File: src/rtl/core/fdf_pkg.sv
// Shared types, constants and helper functions of the fixed-point decimal formatter.
// Used by every module under rtl/core; it depends on nothing else.
package fdf_pkg;

    localparam int FIELD_CHARS = 6;
    localparam int GLYPHS      = 6;
    localparam int BUF_CHARS   = (FIELD_CHARS > GLYPHS) ? FIELD_CHARS : GLYPHS;
    localparam int KIND_W      = 2;
    localparam int VALUE_W     = 21;
    localparam int DIGIT_W     = 4;
    localparam int GLYPH_W     = 8;
    localparam int TDATA_IN_W  = ((VALUE_W + 7) / 8) * 8;
    localparam int TDATA_OUT_W = GLYPHS * GLYPH_W;

    // Division by ten as multiplication by a reciprocal: exact for any value below 2^22.
    localparam int RECIP_SHIFT = 24;
    localparam logic [VALUE_W-1:0] RECIP = VALUE_W'(((1 << RECIP_SHIFT) + 9) / 10);

    localparam logic [KIND_W-1:0] KIND_TEMP = 2'd0;
    localparam logic [KIND_W-1:0] KIND_PRES = 2'd1;
    localparam logic [KIND_W-1:0] KIND_HUM  = 2'd2;

    localparam logic [GLYPH_W-1:0] CH_BLANK = 8'h20;
    localparam logic [GLYPH_W-1:0] CH_MINUS = 8'h2D;
    localparam logic [GLYPH_W-1:0] CH_POINT = 8'h2E;
    localparam logic [GLYPH_W-1:0] CH_ZERO  = 8'h30;

    function automatic logic [31:0] pow10(input int n);
        logic [31:0] p;
        p = 32'd1;
        for (int i = 0; i < n; i++) begin
            p = p * 32'd10;
        end
        return p;
    endfunction

    localparam logic [31:0] TEMP_LIMIT = pow10(FIELD_CHARS - 2);
    localparam logic [31:0] PRES_LIMIT = pow10(FIELD_CHARS);
    localparam logic [31:0] HUM_LIMIT  = pow10(FIELD_CHARS - 1);

    typedef struct packed {
        logic [KIND_W-1:0]                   kind;
        logic                                neg;
        logic                                ovf;
        logic [VALUE_W-1:0]                  mag;
        logic [FIELD_CHARS-1:0][DIGIT_W-1:0] digits;
        logic [FIELD_CHARS-1:0]              zeros;
    } fdf_item_t;

endpackage

File: src/rtl/core/fdf_glyph_stage.sv
// Output stage: maps the collected digits to ASCII characters for each kind of reading.
// Depends on fdf_pkg for the item type, kind codes and character constants.
module fdf_glyph_stage (
    input  logic                                                    aclk,
    input  logic                                                    aresetn,
    input  logic                                                    advance,
    input  logic                                                    in_valid,
    input  fdf_pkg::fdf_item_t                                      in_item,
    output logic                                                    out_valid,
    output logic [fdf_pkg::GLYPHS-1:0][fdf_pkg::GLYPH_W-1:0]        out_glyphs,
    output logic                                                    out_ovf
);

    localparam int TEMP_POINT = fdf_pkg::FIELD_CHARS - 3;
    localparam int HUM_POINT  = fdf_pkg::FIELD_CHARS - 4;

    logic                                              valid_reg;
    logic [fdf_pkg::GLYPHS-1:0][fdf_pkg::GLYPH_W-1:0]  glyph_reg;
    logic                                              ovf_reg;
    logic [fdf_pkg::BUF_CHARS-1:0][fdf_pkg::GLYPH_W-1:0] text;
    logic                                              ovf_next;

    function automatic logic [fdf_pkg::GLYPH_W-1:0] to_ascii(
        input logic [fdf_pkg::DIGIT_W-1:0] d);
        return fdf_pkg::CH_ZERO | fdf_pkg::GLYPH_W'(d);
    endfunction

    always_comb begin
        int idx;
        idx = 0;
        for (int p = 0; p < fdf_pkg::BUF_CHARS; p++) begin
            text[p] = fdf_pkg::CH_BLANK;
        end
        ovf_next = 1'b0;
        case (in_item.kind)
            fdf_pkg::KIND_TEMP: begin
                ovf_next = in_item.ovf;
                text[0]  = in_item.neg ? fdf_pkg::CH_MINUS : fdf_pkg::CH_BLANK;
                for (int p = 1; p < fdf_pkg::FIELD_CHARS; p++) begin
                    if (p == TEMP_POINT) begin
                        text[p] = fdf_pkg::CH_POINT;
                    end else begin
                        idx = (p > TEMP_POINT) ? (fdf_pkg::FIELD_CHARS - 1 - p)
                                               : (fdf_pkg::FIELD_CHARS - 2 - p);
                        text[p] = to_ascii(in_item.digits[idx]);
                    end
                end
            end
            fdf_pkg::KIND_PRES: begin
                ovf_next = in_item.ovf;
                for (int p = 0; p < fdf_pkg::FIELD_CHARS; p++) begin
                    idx = fdf_pkg::FIELD_CHARS - 1 - p;
                    if (in_item.zeros[idx] && idx != 0) begin
                        text[p] = fdf_pkg::CH_BLANK;
                    end else begin
                        text[p] = to_ascii(in_item.digits[idx]);
                    end
                end
            end
            fdf_pkg::KIND_HUM: begin
                ovf_next = in_item.ovf;
                for (int p = 0; p < fdf_pkg::FIELD_CHARS; p++) begin
                    if (p == HUM_POINT) begin
                        text[p] = fdf_pkg::CH_POINT;
                    end else begin
                        idx = (p > HUM_POINT) ? (fdf_pkg::FIELD_CHARS - 1 - p)
                                              : (fdf_pkg::FIELD_CHARS - 2 - p);
                        if (p > HUM_POINT || !in_item.zeros[idx] || p == HUM_POINT - 1) begin
                            text[p] = to_ascii(in_item.digits[idx]);
                        end else begin
                            text[p] = fdf_pkg::CH_BLANK;
                        end
                    end
                end
            end
            default: begin
                ovf_next = 1'b0;
            end
        endcase
    end

    always_ff @(posedge aclk) begin
        if (!aresetn) begin
            valid_reg <= 1'b0;
        end else if (advance) begin
            valid_reg <= in_valid;
        end
    end

    always_ff @(posedge aclk) begin
        if (advance) begin
            glyph_reg <= text[fdf_pkg::GLYPHS-1:0];
            ovf_reg   <= ovf_next;
        end
    end

    assign out_valid  = valid_reg;
    assign out_glyphs = glyph_reg;
    assign out_ovf    = ovf_reg;

endmodule

File: config.mk
export PLATFORM = sky130hd
export DESIGN_NAME = fdf_glyph_stage
export DESIGN_NICKNAME = d
export VERILOG_FILES = /design/src/rtl/core/fdf_pkg.sv /design/src/rtl/core/fdf_glyph_stage.sv
export SDC_FILE = /design/constraint.sdc
export NUM_CORES = 1
export LEC_CHECK = 0
export BUFFER_PORTS_ARGS = -buffer_cell sky130_fd_sc_hd__buf_2
export CAP_MARGIN = 0
export CORE_AREA = 2 2 46 91
export DETAILED_ROUTE_END_ITERATION = 10
export DIE_AREA = 0 0 48 93
export HOLD_SLACK_MARGIN = 0.03
export PLACE_DENSITY = 0.77
export SETUP_SLACK_MARGIN = 0.1
export SLEW_MARGIN = 20
export SYNTH_ARGS = -nofsm -noshare
export SYNTH_HDL_FRONTEND = slang
export SYNTH_SLANG_ARGS = --single-unit
File: constraint.sdc
create_clock -name aclk -period 1.18 [get_ports aclk]
set_input_delay 0.118 -clock aclk [delete_from_list [all_inputs] [get_ports aclk]]
set_output_delay 0.118 -clock aclk [all_outputs]
set_load 0.005 [all_outputs]
==> metrics.md <==
| Metric | Value |
|---|---|
| Clock transition at path regs | `0.06 ns` |
| # IOs | `between 100 and 150` |
| Final hold slack | `~0.063 ns` |
| IO Port Bufs | `68` |
| CTS sink cnt | `32` |
| Crit start category | `flip-flop` |
| CP delay by family, top | `flip-flops` |
| Critical Path Fanout Max | `1` |
| Critical path endpoint category | `output port` |
| Pins Over Slew Limit | `0` |
| Tot Pwr | `roughly 2.7 mW` |
| Synth async-reset ratio | `0` |
| Number of global-route vias before repair | `1057` |
| P per Cell Area | `1396 nW/µm²` |
| Synth top cells by count | `edfxtp_1 (31), buf_4 (18), and2_1 (10)` |
| Post-Route WL | `3035 µm` |
| Synth top area share | `0.6370` |
| WP data arrival | `0.80 ns` |
| PostCTS Resize Cnt | `0` |
| Core Area | `3804 µm²` |
| Placement Cell Area | `1829 µm²` |
| Clock Tree Buf Depth | `2` |
| Final Hold Fails | `0` |
| Count leader, synth | `edfxtp_1` |
| Die H | `93 µm` |
| H-tree Lvls | `2` |
| Initial core utilization | `0.3842` |
| CTS tree | `done` |
| Max-cap violations | `0` |
| HPWL Detailed | `between 2000 and 2500 µm` |
| Final Cell Area | `1937 µm²` |
| Setup WS pre-CTS | `~0.029 ns` |
| Main area contributors after synthesis | `edfxtp_1 (64%), buf_4 (9.2%), and2_1 (4.3%)` |
| Largest net degree at the start of global routing | `33` |
| Cell internal pwr | `2.148 mW` |
| Crit-path cells | `buf_2` |
| Final critical-path share of the clock period | `0.7769` |
| Layout cell share with drive strength beyond 1 | `0.4293` |
| Switch share | `0.2056` |
| EDFF count, synth | `31` |
| Yosys warning total | `0` |
| GPL Wtd Cong | `about 0.80` |
| Ys flop type | `edfxtp_1` |
| CTS root buffer | `clkbuf_8` |
| TritonCTS buffer count | `5` |
| Drt drc | `0` |
| First-pass GRT wire length | `4560 µm` |
| Crit-path max cell delay | `0.39 ns` |
| Std-Cell Rows | `32` |
| Detailed Routing Iterations Pass 1 | `4` |
| Synthesized area per cell | `12.71 µm²` |
| # diodes | `0` |
| Final min period | `0.9167 ns` |
| Total track usage | `0.1481` |
| Synth area leader | `edfxtp_1` |
| Synthesized instance count | `between 100 and 150` |
| Setup clock skew after layout | `0 ns` |
| Sequential share of power | `0.510` |
| Post-Syn Area | `1461 µm²` |
| Pleak | `0.8698 nW` |
| RSZ-0062 raised after global routing | `no` |
| Status | `completed` |
| Slowest cell on the critical path | `edfxtp_1` |
| Netlist cell types | `24` |
| Vias per cell | `4.446` |
| Grt total ovfl | `0` |
| Max IR drop VDD | `about 650 µV` |
| Comb power frac | `0.124` |
| Area Overhead vs Synth | `32.53%` |
| ANT nets after route | `0` |
| WS Path Type | `reg2out` |
| Buf+Inv Stages, Crit Path | `1` |
| Initial antenna violation count | `0` |
| Fmax | `1091 MHz` |
| Clock Latency Late Sink | `0.27 ns` |
| Die Wd | `48 µm` |
| WP data required | `1.06 ns` |
| Drt wl/cell | `12.54 µm` |
| Hold-fix buffers, CTS | `0` |
| Die ar. | `4464 µm²` |
| Synthesized flop and latch total | `32` |
| Clock Power Share | `0.366` |
| Setup TNS | `0 ns` |
| Sw power | `0.5560 mW` |
| DR vias | `1076` |
| Final #Nets | `249` |
| Endpoints failing setup | `0` |
| Iter 0 DRT Violations | `26` |
| Hold/Removal Path Class | `in2reg` |
| Sequential-to-total area share from yosys stat | `0.6507` |
| Final setup margin | `around 0.26 ns` |
| Post-CTS Setup Bufs | `0` |
==> flip-flops by register name (all words and copies together) (netlist names) <==
| register | count |
|---|---|
| out_glyphs | 30 |
| out_ovf | 1 |
| out_valid | 1 |
==> final cells by class <==
type                            instances  area, µm²
Clock buffer                            6      72.57
Fill cell                             365       1867
Tap cell                               51      63.81
Clock inverter                          2      35.03
Timing Repair Buffer                   74      397.9
Sequential cell                        32      950.9
Multi-Input combinational cell         69      386.6
Inverter                                8      30.03
==> layout by cell type, fill, tap and decap left out, drive strengths merged, types with 4 or more instances in the layout <==
cell / n
edfxtp: 31
nor2: 6
o21ai: 7
clkbuf: 6
buf: 74
conb: 18
inv: 8
nand3: 4
and2: 10
o22ai: 4
==> per-stage QoR <==
step	util	std cells
2_1_floorplan	-	131
6_report	0.5092	242
3_5_place_dp	0.4809	234
3_3_place_gp	0.4809	234
4_1_cts	0.5092	242
5_1_grt	0.5092	242
==> logic make-up after synthesis <==
| logic type | Yosys count | share of synthesized area |
|---|---|---|
| multiplexers | 1 | 0.006850 |
| AO/OA/AOI/OAI | 23 | 0.1079 |
| AND/OR/NAND/NOR | 27 | 0.1036 |
| flip-flops | 32 | 0.6507 |
| buffers and inverters | 30 | 0.1259 |
| other | 2 | 0.005139 |
==> power by group through the flow <==
stage | Combinational [mW] | Sequential (mW) | Clock (mW)
2_1_floorplan | 0.146 | 1.42 | 0
3_3_place_gp | 0.333 | 1.40 | 0
3_5_place_dp | 0.338 | 1.40 | 0
4_1_cts | 0.341 | 1.38 | 1.01
5_1_grt | 0.383 | 1.39 | 1.07
6_report | 0.336 | 1.38 | 0.989
==> metal layers <==
metal,GRT usage,up-vias,part of all wire
met3,0.05212,6,0.10
met2,0.2733,71,0.55
met5,0,-,0
met4,0.06982,0,0.021
li1,-,523,-
met1,0.1247,476,0.33
==> path summary, 6_finish.rpt <==
| check | slack [ns] | startpoint | cells past startpoint | end |
|---|---|---|---|---|
| setup / recovery | 0.26 | out_glyphs[10] | 1 | out_glyphs[10] |
| hold / removal | 0.06 | aresetn | 2 | out_valid |
| setup reg to reg | 0.60 | out_valid | 2 | out_valid |
| hold reg to reg | 0.52 | out_valid | 2 | out_valid |
Note: power is estimated with default switching activity, not from simulation.
